===== config.mk =====
export PLATFORM = sky130hd
export DESIGN_NAME = bero_queue
export DESIGN_NICKNAME = d
export VERILOG_FILES = /design/src/hw/rtl/bero_pkg.sv /design/src/hw/rtl/bero_queue.sv
export SDC_FILE = /design/constraint.sdc
export NUM_CORES = 1
export LEC_CHECK = 0
export BUFFER_PORTS_ARGS = -buffer_cell sky130_fd_sc_hd__buf_2
export CORE_MARGIN = 10
export CORE_UTILIZATION = 45
export CTS_BUF_LIST = sky130_fd_sc_hd__clkbuf_2 sky130_fd_sc_hd__clkbuf_4 sky130_fd_sc_hd__clkbuf_8
export DETAILED_ROUTE_END_ITERATION = 7
export HOLD_SLACK_MARGIN = 0.03
export PLACE_DENSITY = 0.66
export SYNTH_ARGS = -nofsm -noshare
export SYNTH_HDL_FRONTEND = slang
export SYNTH_SLANG_ARGS = --single-unit

===== constraint.sdc =====
create_clock -name i_clk -period 3.9 [get_ports i_clk]
set_input_delay 0.195 -clock i_clk [delete_from_list [all_inputs] [get_ports i_clk]]
set_output_delay 0.195 -clock i_clk [all_outputs]
set_load 0.02 [all_outputs]

===== src/hw/rtl/bero_pkg.sv =====
// ----------------------------------------------------------------------------
// bero_pkg
// Shared types and constants of the binary erosion block.
// ----------------------------------------------------------------------------
package bero_pkg;

    localparam int ELEM_MAX    = 8;
    localparam int ELEM_SH     = 3;
    localparam int WIN_BITS    = ELEM_MAX * ELEM_MAX;
    localparam int QUEUE_DEPTH = 4;
    localparam int QPTR_W      = 2;
    localparam int QCNT_W      = 3;

    localparam logic [7:0]  FG_VALUE = 8'hFF;
    localparam logic [7:0]  BG_VALUE = 8'h00;

    localparam logic [10:0] RST_IMAGE_COLS   = 11'd640;
    localparam logic [12:0] RST_IMAGE_ROWS   = 13'd480;
    localparam logic [3:0]  RST_ELEMENT_ROWS = 4'd3;
    localparam logic [3:0]  RST_ELEMENT_COLS = 4'd3;
    localparam logic [63:0] RST_ELEMENT_MASK = 64'h0000_0000_0007_0707;

    typedef enum logic [2:0] {
        CFG_IMAGE_COLS   = 3'd0,
        CFG_IMAGE_ROWS   = 3'd1,
        CFG_ELEMENT_ROWS = 3'd2,
        CFG_ELEMENT_COLS = 3'd3,
        CFG_ELEMENT_MASK = 3'd4
    } t_cfg_idx;

    typedef enum logic {
        KIND_PIXEL = 1'b0,
        KIND_FLUSH = 1'b1
    } t_kind;

    // context of one result on its way from the store read to the queue
    typedef struct packed {
        logic                valid;
        logic                last;
        logic [ELEM_SH-1:0]  row_ofs;
        logic [ELEM_SH-1:0]  col_ofs;
        logic [WIN_BITS-1:0] emask;
        logic                oob;
        logic                fwd_lo;
        logic                fwd_hi;
        logic [2*ELEM_SH-1:0] fwd_idx;
        logic                fwd_val;
    } t_ctx;

    typedef struct packed {
        logic fg;
        logic last;
    } t_res;

endpackage


===== src/hw/rtl/bero_queue.sv =====
// ----------------------------------------------------------------------------
// bero_queue
// Small result queue between the window test and the output stream.
// ----------------------------------------------------------------------------
module bero_queue (
    input  logic                        i_clk,
    input  logic                        i_rst_n,
    input  logic                        i_push,
    input  bero_pkg::t_res              i_res,
    input  logic                        i_ready,
    output logic                        o_valid,
    output bero_pkg::t_res              o_res,
    output logic [bero_pkg::QCNT_W-1:0] o_count
);

    localparam int QW = bero_pkg::QPTR_W;
    localparam int CW = bero_pkg::QCNT_W;

    bero_pkg::t_res r_q [bero_pkg::QUEUE_DEPTH];
    logic [QW-1:0]  r_wptr, n_wptr;
    logic [QW-1:0]  r_rptr, n_rptr;
    logic [CW-1:0]  r_cnt,  n_cnt;
    logic           pop;

    assign o_valid = (r_cnt != '0);
    assign o_res   = r_q[r_rptr];
    assign o_count = r_cnt;
    assign pop     = o_valid && i_ready;

    always_comb begin
        n_wptr = i_push ? r_wptr + QW'(1) : r_wptr;
        n_rptr = pop ? r_rptr + QW'(1) : r_rptr;
        n_cnt  = r_cnt + CW'(i_push) - CW'(pop);
    end

    always_ff @(posedge i_clk) begin
        if (i_push) begin
            r_q[r_wptr] <= i_res;
        end
    end

    always_ff @(posedge i_clk) begin
        if (!i_rst_n) begin
            r_wptr <= '0;
            r_rptr <= '0;
            r_cnt  <= '0;
        end else begin
            r_wptr <= n_wptr;
            r_rptr <= n_rptr;
            r_cnt  <= n_cnt;
        end
    end

endmodule


==> results.toml <==
[run_status]
status = "complete, no violations"

[layout]
drive_gt1_frac = 0.261
final_area_um2 = 861
num-nets-final = 83
syn_to_final_growth_pct = 13.9
antennaDiodeCount = 0

[logic_synthesis]
synth_cell_types = 16
yosysSeqAreaShare = 0.556
yosysWarnings = 0
syn_area_per_cell_um2 = 14.0
synth-edff-count = 8
synth_seq_cells = 17
synth_ff_type = "dfxtp_1"
synth.top_cells.by_count = "9 x dfxtp_1, 8 x and2_1, 8 x edfxtp_1"
syn_area_um2 = 756
yosysMostFrequentCell = "dfxtp_1"
synth_cells = 54
yosysTopAreaCellShare = 0.318
synthTopCellsByArea = "edfxtp_1 32%, dfxtp_1 24%, ha_1 9.9%"
yosys.area.top_type = "edfxtp_1"
ys_async_sr_fraction = 0
syn_nets = 67

[power_and_ir_drop]
power_uw = 518
ir_drop_v = 0.000353
power_density_mw_per_mm2 = 602
leakage_nw = 0.377

[floorplan]
die_w_um = 61.0
initial_core_util = 0.490
die_area_mm2 = 0.00372
num_io_pins = 12
rows = 14
die_y_um = 61.0
core-area_mm2 = 0.00154

[cts]
cts.clk_slew.worst_paths_ps = 90
root_buffer = "clkbuf_4"
clock_latency_ps = 280
cts-resized-gates = 0
post_cts_buffers = 0
cts.path.max_buffers = 2
numCtsBuffers = 3
cts_sinks = 17
cts_tree = "done"
cts_hold_buf = 0
htreeDepth = 1

[critical_path]
crit_slowest_cell = "o31a_2"
cp_num_buf_inv = 1
cpLargestDelayFamily = "adder cells"
r2r_start = "o_count[1]"
cp_slowest_stage_delay_ps = 400
cp_data_arrival_time_ps = 2240
crit_start = "o_count[1]"
crit_required_ps = 4090
crit_top_cell = "ha_1"
criticalPathCategory = "register to register"
path_cells = "o31a_2 -> ha_1 -> inv_1 -> ha_1 -> fa_1 -> xnor3_1 -> and2_1"
crit_fanout = 6
critPathCaptureType = "register"
start_kind = "register"

[global_routing]
grt_max_degree = 10
overflow = 0
grt_antenna_before_repair = 0
grt_usage = 0.0672
grt_pass1_vias = 426
grt_pass1_wl_mm = 1.75

[routing]
postRouteAntennaNets = 0
via_per_inst = 4.92
drt_drc_violations_left = 0
drt-pass1-iter-count = 3
drt-total-wl_mm = 1.03
drtIter0Drc = 2
dr_total_vias = 418
wire_per_inst_um = 12.1

[sta]
setup_violations = 0
drv_slew = 0
clock.fmax_mhz = 489
fin_crit_sh = 0.525
timing.final.crit_period_ps = 2050
tightest_slew_ps = 315
rsz0062_at_grt = "false"
hold_viol_final = 0
slew-limit-headroom = 0.787
finalSetupTns_ps = 0
fin_skew_ps = 12.4

[place]
dpl-instance-area_um2 = 831
dpl.hpwl_um = 850
port_buffers = 11
gp_congestion = 0.696

[worst_hold_path]
hold_path_class = "primary input to register"
hold_start = "i_res[0]"

[run]
maxCapViolations = 0
-- cells by family (layout without fill, tap and decap cells) --
group           count (synthesis)  count (layout)  synth area share
compound gates                  2               2            0.0248
mux                             6               6             0.113
fa+ha+maj                       7               7             0.126
buf+inv                         6              21            0.0298
simple gates                   14              14             0.109
xor+xnor                        2               2            0.0414
flops                          17              17             0.556
-- through the flow --
step                      utilization  hold slack (ps)  instances  worst slack (ps)
after floorplan                     -              294         54              1840
after global placement          0.539              416         81              1880
after detailed placement        0.539              418         81              1850
after CTS                       0.558              114         85              1840
after global routing            0.558              107         85              1750
final                           0.558              123         85              1850
-- routing by layer --
layer / GRT usage / vias up / routed length, um
met3: 0.0334 / 4 / 63
met4: 0.0658 / 0 / 34
met5: 0 / - / 0
met1: 0.0714 / 190 / 463
met2: 0.0932 / 8 / 464
li1: - / 216 / -
-- worst paths after layout --
kind | cells past startpoint | endpoint | slack [ps]
worst min register to register | 2 | r_rptr[1] | 490
worst max-delay path | 7 | o_count[2] | 1850
worst min-delay path | 1 | r_q[3][0] | 120
worst max register to register | 7 | o_count[2] | 1850
-- layout make-up --
class	instances	area, um^2
clock buffer	4	30.0
inverter	6	22.5
multi-input combinational	31	313
timing repair buffer	11	55.1
fill	135	681
sequential	17	420
tap	16	20.0
-- worst reg2reg max path: cells and delay by family (launching register included) --
kind | cells | cell delay, ps
fa+ha+maj | 3 | 830
compound gates | 1 | 400
flops | 1 | 360
xor+xnor | 1 | 170
simple gates | 1 | 150
buf+inv | 1 | 40
-- where the power goes --
part	total (mW)	switching [mW]	internal, mW	leakage (nW)
sequential	0.244	0.0270	0.217	0.148
clock	0.0954	0.0487	0.0466	0.0184
combinational	0.179	0.0876	0.0917	0.211
-- layout by cell type (no fill, tap or decap) --
cell type | Yosys | layout
nor2b_1 | 1 | 1
fa_1 | 1 | 1
o311ai_1 | 1 | 1
xnor3_1 | 1 | 1
buf_2 | 0 | 11
inv_1 | 6 | 6
clkbuf_4 | 0 | 4
and2_1 | 8 | 8
ha_1 | 6 | 6
edfxtp_1 | 8 | 8
nand2b_1 | 2 | 2
xor2_1 | 1 | 1
dfxtp_1 | 9 | 9
nand2_1 | 2 | 2
or3_1 | 1 | 1
mux2i_1 | 4 | 4
mux4_2 | 2 | 2
o31a_2 | 1 | 1
No activity file was read; power rests on OpenSTA's default activity.
