===== config.mk =====
export PLATFORM = sky130hd
export DESIGN_NAME = bero_ctrl
export DESIGN_NICKNAME = d
export VERILOG_FILES = /design/src/hw/rtl/bero_pkg.sv /design/src/hw/rtl/bero_ctrl.sv
export SDC_FILE = /design/constraint.sdc
export NUM_CORES = 1
export LEC_CHECK = 0
export BUFFER_PORTS_ARGS = -buffer_cell sky130_fd_sc_hd__buf_2
export CORE_MARGIN = 1.5
export CORE_UTILIZATION = 40
export CTS_CLUSTER_SIZE = 30
export DETAILED_ROUTE_END_ITERATION = 6
export GPL_ROUTABILITY_DRIVEN = 1
export PLACE_DENSITY = 0.67
export SLEW_MARGIN = 40
export SYNTH_ARGS = -nofsm -noshare
export SYNTH_HDL_FRONTEND = slang
export SYNTH_SLANG_ARGS = --single-unit

===== constraint.sdc =====
create_clock -name i_clk -period 9.3 [get_ports i_clk]
set_clock_uncertainty 0.2 [all_clocks]
set_input_delay 1.86 -clock i_clk [delete_from_list [all_inputs] [get_ports i_clk]]
set_output_delay 1.86 -clock i_clk [all_outputs]
set_load 0.02 [all_outputs]

===== src/hw/rtl/bero_pkg.sv =====
// ----------------------------------------------------------------------------
// bero_pkg
// Shared types and constants of the binary erosion block.
// ----------------------------------------------------------------------------
package bero_pkg;

    localparam int ELEM_MAX    = 8;
    localparam int ELEM_SH     = 3;
    localparam int WIN_BITS    = ELEM_MAX * ELEM_MAX;
    localparam int QUEUE_DEPTH = 4;
    localparam int QPTR_W      = 2;
    localparam int QCNT_W      = 3;

    localparam logic [7:0]  FG_VALUE = 8'hFF;
    localparam logic [7:0]  BG_VALUE = 8'h00;

    localparam logic [10:0] RST_IMAGE_COLS   = 11'd640;
    localparam logic [12:0] RST_IMAGE_ROWS   = 13'd480;
    localparam logic [3:0]  RST_ELEMENT_ROWS = 4'd3;
    localparam logic [3:0]  RST_ELEMENT_COLS = 4'd3;
    localparam logic [63:0] RST_ELEMENT_MASK = 64'h0000_0000_0007_0707;

    typedef enum logic [2:0] {
        CFG_IMAGE_COLS   = 3'd0,
        CFG_IMAGE_ROWS   = 3'd1,
        CFG_ELEMENT_ROWS = 3'd2,
        CFG_ELEMENT_COLS = 3'd3,
        CFG_ELEMENT_MASK = 3'd4
    } t_cfg_idx;

    typedef enum logic {
        KIND_PIXEL = 1'b0,
        KIND_FLUSH = 1'b1
    } t_kind;

    // context of one result on its way from the store read to the queue
    typedef struct packed {
        logic                valid;
        logic                last;
        logic [ELEM_SH-1:0]  row_ofs;
        logic [ELEM_SH-1:0]  col_ofs;
        logic [WIN_BITS-1:0] emask;
        logic                oob;
        logic                fwd_lo;
        logic                fwd_hi;
        logic [2*ELEM_SH-1:0] fwd_idx;
        logic                fwd_val;
    } t_ctx;

    typedef struct packed {
        logic fg;
        logic last;
    } t_res;

endpackage


===== src/hw/rtl/bero_ctrl.sv =====
// ----------------------------------------------------------------------------
// bero_ctrl
// Configuration registers, input/output raster counters, result scheduling
// and store addressing.
// ----------------------------------------------------------------------------
module bero_ctrl #(
    parameter int MAX_COLS = 1024,
    parameter int MAX_ROWS = 4096
) (
    input  logic                   i_clk,
    input  logic                   i_rst_n,
    input  logic                   i_cfg_valid,
    input  logic [2:0]             i_cfg_index,
    input  logic [63:0]            i_cfg_data,
    input  logic                   i_accept,
    input  logic                   i_kind,
    input  logic [7:0]             i_pixel,
    output logic                   o_we,
    output logic [$clog2((MAX_COLS-1)/bero_pkg::ELEM_MAX+2)-1:0] o_waddr,
    output logic [bero_pkg::WIN_BITS-1:0] o_wmask,
    output logic [bero_pkg::WIN_BITS-1:0] o_wdata,
    output logic [$clog2((MAX_COLS-1)/bero_pkg::ELEM_MAX+2)-1:0] o_raddr_a,
    output logic [$clog2((MAX_COLS-1)/bero_pkg::ELEM_MAX+2)-1:0] o_raddr_b,
    output bero_pkg::t_ctx         o_ctx
);

    localparam int EM    = bero_pkg::ELEM_MAX;
    localparam int SH    = bero_pkg::ELEM_SH;
    localparam int WB    = bero_pkg::WIN_BITS;
    localparam int DEPTH = (MAX_COLS - 1) / EM + 2;
    localparam int AW    = $clog2(DEPTH);
    localparam int CW    = $clog2(MAX_COLS + 1);
    localparam int CIW   = $clog2(MAX_COLS);
    localparam int RW    = $clog2(MAX_ROWS + 1);
    localparam int RIW   = $clog2(MAX_ROWS);
    localparam int CXW   = CW + 1;
    localparam int RXW   = RW + 1;

    logic [10:0]    r_image_cols;
    logic [12:0]    r_image_rows;
    logic [3:0]     r_element_rows;
    logic [3:0]     r_element_cols;
    logic [63:0]    r_element_mask;

    logic [RIW-1:0] r_in_row,  n_in_row;
    logic [CIW-1:0] r_in_col,  n_in_col;
    logic           r_in_done, n_in_done;
    logic [RIW-1:0] r_out_row, n_out_row;
    logic [CIW-1:0] r_out_col, n_out_col;

    logic [CW-1:0]  cols;
    logic [RW-1:0]  rows;
    logic [3:0]     er;
    logic [3:0]     ec;
    logic           wr;
    logic [CW-1:0]  in_col_inc;
    logic [RW-1:0]  in_row_inc;
    logic [RXW-1:0] row_end;
    logic [CXW-1:0] col_end;
    logic [RIW-1:0] a_row;
    logic [CIW-1:0] b_col;
    logic           ready;
    logic           emit;
    logic           row_last;
    logic           col_last;
    logic           last;
    logic [EM-1:0]  row_out;
    logic [EM-1:0]  col_out;
    logic [WB-1:0]  emask;
    logic           oob;
    logic [AW-1:0]  wa;
    logic [AW-1:0]  ra_a;
    logic [AW-1:0]  ra_b;
    logic [2*SH-1:0] widx;
    logic           wval;

    // register file
    always_ff @(posedge i_clk) begin
        if (!i_rst_n) begin
            r_image_cols   <= bero_pkg::RST_IMAGE_COLS;
            r_image_rows   <= bero_pkg::RST_IMAGE_ROWS;
            r_element_rows <= bero_pkg::RST_ELEMENT_ROWS;
            r_element_cols <= bero_pkg::RST_ELEMENT_COLS;
            r_element_mask <= bero_pkg::RST_ELEMENT_MASK;
        end else if (i_cfg_valid) begin
            case (bero_pkg::t_cfg_idx'(i_cfg_index))
                bero_pkg::CFG_IMAGE_COLS:   r_image_cols   <= i_cfg_data[10:0];
                bero_pkg::CFG_IMAGE_ROWS:   r_image_rows   <= i_cfg_data[12:0];
                bero_pkg::CFG_ELEMENT_ROWS: r_element_rows <= i_cfg_data[3:0];
                bero_pkg::CFG_ELEMENT_COLS: r_element_cols <= i_cfg_data[3:0];
                bero_pkg::CFG_ELEMENT_MASK: r_element_mask <= i_cfg_data;
                default: ;
            endcase
        end
    end

    // clamped sizes
    always_comb begin
        if (r_image_cols == '0) begin
            cols = CW'(1);
        end else if (int'(r_image_cols) > MAX_COLS) begin
            cols = CW'(MAX_COLS);
        end else begin
            cols = CW'(r_image_cols);
        end
        if (r_image_rows == '0) begin
            rows = RW'(1);
        end else if (int'(r_image_rows) > MAX_ROWS) begin
            rows = RW'(MAX_ROWS);
        end else begin
            rows = RW'(r_image_rows);
        end
        if (r_element_rows == '0) begin
            er = 4'd1;
        end else if (r_element_rows > 4'(EM)) begin
            er = 4'(EM);
        end else begin
            er = r_element_rows;
        end
        if (r_element_cols == '0) begin
            ec = 4'd1;
        end else if (r_element_cols > 4'(EM)) begin
            ec = 4'(EM);
        end else begin
            ec = r_element_cols;
        end
    end

    // input raster position
    assign wr         = i_accept && (i_kind == bero_pkg::KIND_PIXEL) && !r_in_done;
    assign in_col_inc = CW'(r_in_col) + CW'(1);
    assign in_row_inc = RW'(r_in_row) + RW'(1);

    // bottom-right corner of the window of the next result
    always_comb begin
        row_end = RXW'(r_out_row) + RXW'(er) - RXW'(1);
        col_end = CXW'(r_out_col) + CXW'(ec) - CXW'(1);
        a_row   = (row_end >= RXW'(rows)) ? RIW'(rows - RW'(1)) : RIW'(row_end);
        b_col   = (col_end >= CXW'(cols)) ? CIW'(cols - CW'(1)) : CIW'(col_end);
    end

    assign row_last = (RW'(r_out_row) + RW'(1)) >= rows;
    assign col_last = (CW'(r_out_col) + CW'(1)) >= cols;
    assign last     = row_last && col_last;

    always_comb begin
        n_in_row  = r_in_row;
        n_in_col  = r_in_col;
        n_in_done = r_in_done;
        n_out_row = r_out_row;
        n_out_col = r_out_col;
        if (wr) begin
            if (in_col_inc >= cols) begin
                n_in_col = '0;
                if (in_row_inc >= rows) begin
                    n_in_row  = '0;
                    n_in_done = 1'b1;
                end else begin
                    n_in_row = RIW'(in_row_inc);
                end
            end else begin
                n_in_col = CIW'(in_col_inc);
            end
        end
        ready = n_in_done || (n_in_row > a_row) || (n_in_row == a_row && n_in_col > b_col);
        emit  = i_accept && ready;
        if (emit) begin
            if (last) begin
                n_in_row  = '0;
                n_in_col  = '0;
                n_in_done = 1'b0;
                n_out_row = '0;
                n_out_col = '0;
            end else if (col_last) begin
                n_out_col = '0;
                n_out_row = RIW'(RW'(r_out_row) + RW'(1));
            end else begin
                n_out_col = CIW'(CW'(r_out_col) + CW'(1));
            end
        end
    end

    always_ff @(posedge i_clk) begin
        if (!i_rst_n) begin
            r_in_row  <= '0;
            r_in_col  <= '0;
            r_in_done <= 1'b0;
            r_out_row <= '0;
            r_out_col <= '0;
        end else begin
            r_in_row  <= n_in_row;
            r_in_col  <= n_in_col;
            r_in_done <= n_in_done;
            r_out_row <= n_out_row;
            r_out_col <= n_out_col;
        end
    end

    // element in use and image border test for the next result
    always_comb begin
        for (int m = 0; m < EM; m++) begin
            row_out[m] = (RXW'(r_out_row) + RXW'(m)) >= RXW'(rows);
            col_out[m] = (CXW'(r_out_col) + CXW'(m)) >= CXW'(cols);
        end
        oob = 1'b0;
        for (int m = 0; m < EM; m++) begin
            for (int n = 0; n < EM; n++) begin
                emask[m*EM+n] = r_element_mask[m*EM+n] && (4'(m) < er) && (4'(n) < ec);
                oob = oob | (emask[m*EM+n] & (row_out[m] | col_out[n]));
            end
        end
    end

    // store addressing: one word holds an aligned group of columns, all ring rows
    assign wa   = AW'(r_in_col >> SH);
    assign ra_a = AW'(r_out_col >> SH);
    assign ra_b = ra_a + AW'(1);
    assign widx = {r_in_row[SH-1:0], r_in_col[SH-1:0]};
    assign wval = |i_pixel;

    assign o_we      = wr;
    assign o_waddr   = wa;
    assign o_wmask   = WB'(1) << widx;
    assign o_wdata   = {WB{wval}};
    assign o_raddr_a = ra_a;
    assign o_raddr_b = ra_b;

    always_comb begin
        o_ctx.valid   = emit;
        o_ctx.last    = last;
        o_ctx.row_ofs = r_out_row[SH-1:0];
        o_ctx.col_ofs = r_out_col[SH-1:0];
        o_ctx.emask   = emask;
        o_ctx.oob     = oob;
        o_ctx.fwd_lo  = wr && (wa == ra_a);
        o_ctx.fwd_hi  = wr && (wa == ra_b);
        o_ctx.fwd_idx = widx;
        o_ctx.fwd_val = wval;
    end

endmodule


==> results of run 1 <==
==> routing by layer <==
metal	GRT usage, %	vias to the layer above	part of all wire (%)
li1	-	8338	-
met1	35.28	8263	43
met2	45.72	853	45
met3	4.291	164	7.7
met4	12.01	2	4.1
met5	0	-	0.021
==> worst reg2reg max path, delay by kind of cell (launching register included) <==
kind / cells / cell delay [ns]
DFF: 1 / 0.34
xor gates and xnor gates: 1 / 0.17
AOI/OAI and AO/OA: 18 / 3.22
and+or+nand+nor: 2 / 0.56
muxes: 1 / 0.23
buffers and inverters: 6 / 1.05
adders and majority gates: 5 / 1.38
==> registers in the layout, summed over array words and instances, names as in the netlist <==
register        cells
r_element_mask     64
r_element_rows      4
r_in_col           10
r_in_done           1
r_element_cols      4
r_out_col          10
r_out_row          12
r_image_rows       13
r_in_row           12
r_image_cols       11
==> synthesized netlist by cell type, types with 6 or more instances <==
| cell type | count | area share, % |
|---|---|---|
| nand2_1 | 355 | 7.8 |
| ha_1 | 309 | 23 |
| a21oi_1 | 176 | 5.1 |
| nor2_1 | 172 | 3.8 |
| xnor2_1 | 150 | 7.7 |
| dfxtp_1 | 141 | 16 |
| clkbuf_1 | 90 | 2.0 |
| inv_1 | 89 | 1.9 |
| nand3_1 | 84 | 2.5 |
| buf_4 | 76 | 3.3 |
| o21ai_0 | 63 | 1.8 |
| and3_1 | 59 | 2.2 |
| a21o_1 | 49 | 2.1 |
| nor2b_1 | 45 | 1.6 |
| mux2i_1 | 38 | 2.2 |
| nand4_1 | 28 | 1.0 |
| xor2_1 | 28 | 1.4 |
| and2_1 | 24 | 0.88 |
| o21a_1 | 24 | 1.1 |
| nor3_1 | 20 | 0.58 |
| nand2b_1 | 19 | 0.69 |
| a31oi_1 | 15 | 0.55 |
| o31ai_1 | 15 | 0.66 |
| a21boi_0 | 14 | 0.61 |
| nor4_1 | 14 | 0.51 |
| or2_2 | 13 | 0.47 |
| a211oi_1 | 11 | 0.48 |
| o211ai_1 | 11 | 0.48 |
| a2111oi_0 | 10 | 0.51 |
| o21bai_1 | 10 | 0.44 |
| clkinv_1 | 8 | 0.18 |
| a211o_1 | 7 | 0.36 |
| and4_1 | 7 | 0.36 |
| buf_2 | 7 | 0.20 |
| a221o_1 | 6 | 0.35 |
| o22ai_1 | 6 | 0.22 |
| or3_1 | 6 | 0.22 |
==> kinds of logic after synthesis <==
group	count (synthesis)	share of synthesized area [%]
mux	38	2.218
fa+ha+maj	311	22.78
other cells	1	0.02187
xor+xnor	179	9.222
simple gates	861	23.24
compound gates	479	18.26
flops	141	16.46
buf+inv	278	7.799
==> worst paths after layout <==
| kind | startpoint | end | slack, ns |
|---|---|---|---|
| max | r_element_rows[3] | o_ctx[81] | 0.37 |
| min | r_element_mask[47] | r_element_mask[47] | 0.26 |
| max reg2reg | r_element_rows[3] | r_in_col[4] | 2.12 |
| min reg2reg | r_element_mask[47] | r_element_mask[47] | 0.26 |
==> area by class of cell <==
| class | count | area, sq um |
|---|---|---|
| Timing Repair Buffer | 356 | 1892 |
| Antenna cell | 2 | 5.005 |
| Inverter | 101 | 381.6 |
| Tap cell | 539 | 674.4 |
| Sequential cell | 141 | 2830 |
| Fill cell | 4190 | 22730 |
| Clock inverter | 12 | 125.1 |
| Clock buffer | 20 | 446.7 |
| Multi-Input combinational cell | 1870 | 13050 |
==> metrics by stage <==
| step | utilization [%] | hold slack [ns] | instance area, sq um | instances | worst slack [ns] |
|---|---|---|---|---|---|
| floorplan | - | 0.2317 | 17150 | 2289 | 0.9564 |
| global placement | 44.45 | 0.2392 | 18730 | 3002 | 0.5735 |
| detailed placement | 44.51 | 0.2461 | 18750 | 3002 | 0.5425 |
| CTS | 45.86 | 0.2553 | 19320 | 3034 | 0.008872 |
| global route | 46.04 | 0.2648 | 19400 | 3039 | 0.007443 |
| finish | 46.05 | 0.2558 | 19400 | 3041 | 0.3716 |
==> power by group <==
part           internal [uW]  switching, uW
registers                614           10.2
logic                    132            192
clock network            381            314
==> repair_timing <==
item / in CTS / in global routing
setup endpoints to repair: 0 / 1
setup buffers: 0 / 5
resized for setup: 0 / 12
==> layout by cell type (no fill, tap or decap), drive strengths merged, types with 7 or more instances in the layout <==
| cell | n |
|---|---|
| a21oi | 176 |
| xnor2 | 150 |
| and2 | 24 |
| or3 | 7 |
| a21o | 49 |
| a31oi | 15 |
| nor3 | 21 |
| nor2 | 173 |
| mux2i | 38 |
| o31ai | 17 |
| a21boi | 16 |
| nand2 | 355 |
| and4 | 7 |
| nor4 | 14 |
| nor2b | 45 |
| nand4 | 28 |
| dfxtp | 141 |
| xor2 | 28 |
| and3 | 59 |
| a211o | 8 |
| or2 | 16 |
| nand2b | 20 |
| clkbuf | 20 |
| a2111oi | 12 |
| nand3 | 84 |
| o21bai | 11 |
| o21ai | 67 |
| clkinv | 10 |
| inv | 99 |
| a211oi | 11 |
| buf | 356 |
| ha | 309 |
| o21a | 25 |
| o211ai | 11 |
==> results.toml, run 1 <==
[route]
routed_wl_microns = 62260
drc_errors = 0
vias_per_cell = 5.794
vias = 17620
wl_per_cell_microns = 20.47
ant_nets = 0
drt_first_pass_iters = 5
drt_iter0_markers = 1572

[synthesis]
yosysSeqAreaShare_pct = 16.46
synth.avg_cell_area_sq_um = 7.496
synth-edff-count = 0
async_flop_share_pct = 0
synth_ff_type = "dfxtp_1"
ys_seq_elements = 141
synth.distinct_cells = 81
syn_area_sq_um = 17150
netlist_instances = 2288
yosys_warnings = 0

[clock_network]
cts_hold_buffers = 0
clk_pin_slew_ns = 0.07
h-tree-depth = 4
cts_sinks = 141
cts_tree = "yes"
cts-root-buf = "clkbuf_16"
numCtsBuffers = 17
worstSkewPairLatency_ns = 0.47
clockBufferDepth = 2

[critical_path]
crit_slowest_cell = "fa_1"
cp-start-kind = "flip-flop"
crit_cells = 30
cpLargestDelayFamily = "compound AO/OA/AOI/OAI gates"
cp-end-kind = "output pin"
ff2ff_path_depth = 33
critical_path.most_common_cell = "a21o_1"
worst_ep_arrival_time_ns = 6.87
crit_fanout = 17
max_stage_delay_ns = 0.41
criticalPathCategory = "flip-flop to output pin"
critPathBufInv = 5
crit_required_ns = 7.24

[timing]
setup_violations = 0
max_slew.worst_pin.slew_ns = 0.9094
finalHoldViolCount = 0
max_freq_mhz = 112.0
fin_tns_setup_ns = 0
fin_crit_sh_pct = 96.00
layout_min_cycle_time_ns = 8.928
slew_headroom_pct = 37.81
rsz0062_at_grt = "no"
drv_slew = 0

[placed_design]
dp_hpwl_microns = 47970
portBuffers = 312
gp_congestion = 0.9674

[floorplanning]
dieWidth_microns = 210.1
row_count = 75
die_h_microns = 210.1
die_area_sq_um = 44130
ios = 315
coreArea_sq_um = 42130
start_util_pct = 40.70

[layout]
final_layout_size_suffix_gt1_share_pct = 17.56
area_delta_synth_final_pct = 13.14
nets = 2878

[global_routing]
grt_first_pass_wirelength_microns = 94390
overflow = 0
grt_usage_pct = 27.55
grt_pass1_vias = 16690
grt_max_degree = 66
antenna_found_initial = 3

[power_and_ir_drop]
finalPower_uw = 1644
peakVddDrop_mv = 0.1393
powerDensity_nw_per_um2 = 84.73
p_leak_uw = 0.009452

[flow_run]
maxCapViolCount = 0

[hold_path]
hold_depth = 2
hp-class = "flip-flop to flip-flop"

[outcome]
outcome = "finished, final reports clean"
(Power assumes the default switching activity.)
==> run 2, diff against run 1 <==
- BUFFER_PORTS_ARGS: -buffer_cell sky130_fd_sc_hd__buf_2 -> -buffer_cell sky130_fd_sc_hd__buf_4
- CORE_MARGIN: 1.5 -> 2
- clock period: 9.3 -> 10.25 ns (I/O delays scaled with it)
==> run 2 against run 1 <==
Effect of this change: non-clock buffer count decreased by 11; clock-buffer cell count fell by 2; hold slack worse by 0.0037 ns; utilization grew 1.7 points; power decreased by 6.6%; sequential share of layout area is 0.55 points lower; combinational power shrank 7.7%; clock power decreased by 3.6%; first-iteration DRC count shrank 15%; final cell count shrank 0.43%; critical path type unchanged; highest routed layer is now met4.
==> results.toml, run 2 (synthesis results as in run 1) <==
[global_routing]
antenna_found_initial = 0
grt_first_pass_wirelength_microns = 95410
overflow = 0
grt_max_degree = 76
gr-usage-met1_pct = 35.49
busiest_layer = "met2"
grt_usage_pct = 27.55
grt_pass1_vias = 16930
use_met2_pct = 45.58
use_met3_pct = 4.460

[placed_design]
dp_hpwl_microns = 49200
gp_congestion = 0.9537
portBuffers = 312

[layout]
area_delta_synth_final_pct = 17.27
reg.largest.list = "r_element_mask (64), r_image_rows (13)"
final_layout_size_suffix_gt1_share_pct = 16.87
utilization_pct = 47.73
largest_reg_flops = 64
largest-register = "r_element_mask"
n_antenna_cell = 0
layout_common_cells = "354 x nand2_1, 344 x buf_4, 309 x ha_1, 175 x a21oi_1, 171 x nor2_1"
nFillCells = 4144
final_common_cell = "nand2_1"
seqCellArea_sq_um = 2823
nets = 2867
multi_input_area_sq_um = 13030

[power_and_ir_drop]
p_leak_uw = 0.009621
p_int_uw = 1050
powerDensity_nw_per_um2 = 76.36
p_sw_share_pct = 31.61
p_switching_uw = 485.5
seq_power_share_pct = 36.9
pwr-share-clk_pct = 43.7
peakVddDrop_mv = 0.1324
combPwrFrac_pct = 19.5

[clock_network]
post_cts_buffers = 0
clk_pin_slew_ns = 0.07
worstSkewPairLatency_ns = 0.47
cts_sinks = 141
h-tree-depth = 4
cts_tree = "yes"
ctsResizeCount = 0
clockBufferDepth = 2
cts_hold_buffers = 0
numCtsBuffers = 17
cts-root-buf = "clkbuf_16"

[critical_path]
cp-start-kind = "flip-flop"
max_stage_delay_ns = 0.71
cp-end-kind = "output pin"
reg2reg_setup_slack_ns = 2.48
crit_required_ns = 8.00
criticalPathCategory = "flip-flop to output pin"
crit_slowest_cell = "dfxtp_1"
crit_fanout = 17
worst_ep_arrival_time_ns = 7.51

[timing]
layout_min_cycle_time_ns = 9.765
max_slew.worst_pin.slew_ns = 0.8848
timing.hold.ws_ns = 0.2520
max_freq_mhz = 102.4
slew_headroom_pct = 39.49
fin_crit_sh_pct = 95.26
rsz0062_at_grt = "no"
fin_tns_setup_ns = 0
finalHoldViolCount = 0
setup_violations = 0
drv_slew = 0

[floorplanning]
die_h_microns = 211.1
ios = 315
start_util_pct = 40.70
dieWidth_microns = 211.1
row_count = 75
die_area_sq_um = 44550
coreArea_sq_um = 42130

[route]
drc_errors = 0
vias_per_cell = 5.817
vias = 17610
ant_nets = 0
drt_iter0_markers = 1342
drt_first_pass_iters = 6
routed_wl_microns = 63020
wl_per_cell_microns = 20.81

[outcome]
outcome = "finished, final reports clean"

[flow_run]
maxCapViolCount = 0

[hold_path]
hp-class = "flip-flop to flip-flop"
[run 2: changes by cell type in the layout (fill, tap and decap cells not counted), moves of 2 or more]
cell,change
buf_2,-312
buf_4,+300
clkinv_4,-2
clkinvlp_4,-2
dfxtp_1,+6
dfxtp_2,-6
diode_2,-2
inv_8,+3
[run 2: path summary, 6_finish.rpt]
path,from,to,cells after the start
hold reg to reg,r_element_mask[40],r_element_mask[40],2
hold / removal,r_element_mask[40],r_element_mask[40],2
setup reg to reg,r_element_cols[3],r_out_row[10],30
setup / recovery,r_element_cols[3],o_ctx[81],29
[run 2: critical path, delay by kind of cell (launching register included)]
kind / cells / cell delay [ns]
buffers and inverters: 4 / 0.77
multiplexers: 1 / 0.27
XOR/XNOR: 1 / 0.27
AND/OR/NAND/NOR: 3 / 0.75
AO/OA/AOI/OAI: 15 / 2.85
adder cells (fa/ha/maj): 5 / 1.39
flip-flops: 1 / 0.71
[run 2: routing by layer]
layer	share of wire, %	vias up
met4	4.1	0
met3	7.5	168
met2	45	870
li1	-	8301
met5	0	-
met1	43	8275
[run 2: metrics by stage]
step / cells / total power (uW) / setup WS, ns / cell area, sq um
after detailed placement: 2995 / 870.4 / 1.076 / 19490
after CTS: 3027 / 1535 / 0.5735 / 20090
after floorplan: 2289 / 765.7 / 1.716 / 17150
after global routing: 3028 / 1588 / 0.1567 / 20110
final: 3028 / 1536 / 0.4854 / 20110
after global placement: 2995 / 854.9 / 1.283 / 19460
[run 2: area by class of cell]
| cell class | instances | area share [%] |
|---|---|---|
| Inverter | 101 | 1.885 |
| Sequential cell | 141 | 14.04 |
| Clock inverter | 14 | 0.8461 |
| Timing Repair Buffer | 345 | 12.94 |
| Tap cell | 539 | 3.353 |
| Clock buffer | 18 | 2.134 |
| Multi-Input combinational cell | 1870 | 64.81 |
[run 2: power by group through the flow]
stage	Sequential [uW]	Clock (uW)	Combinational, uW
global placement	578	0	277
detailed placement	579	0	292
floorplan	575	0	191
global route	567	696	325
CTS	566	676	293
finish	566	671	299
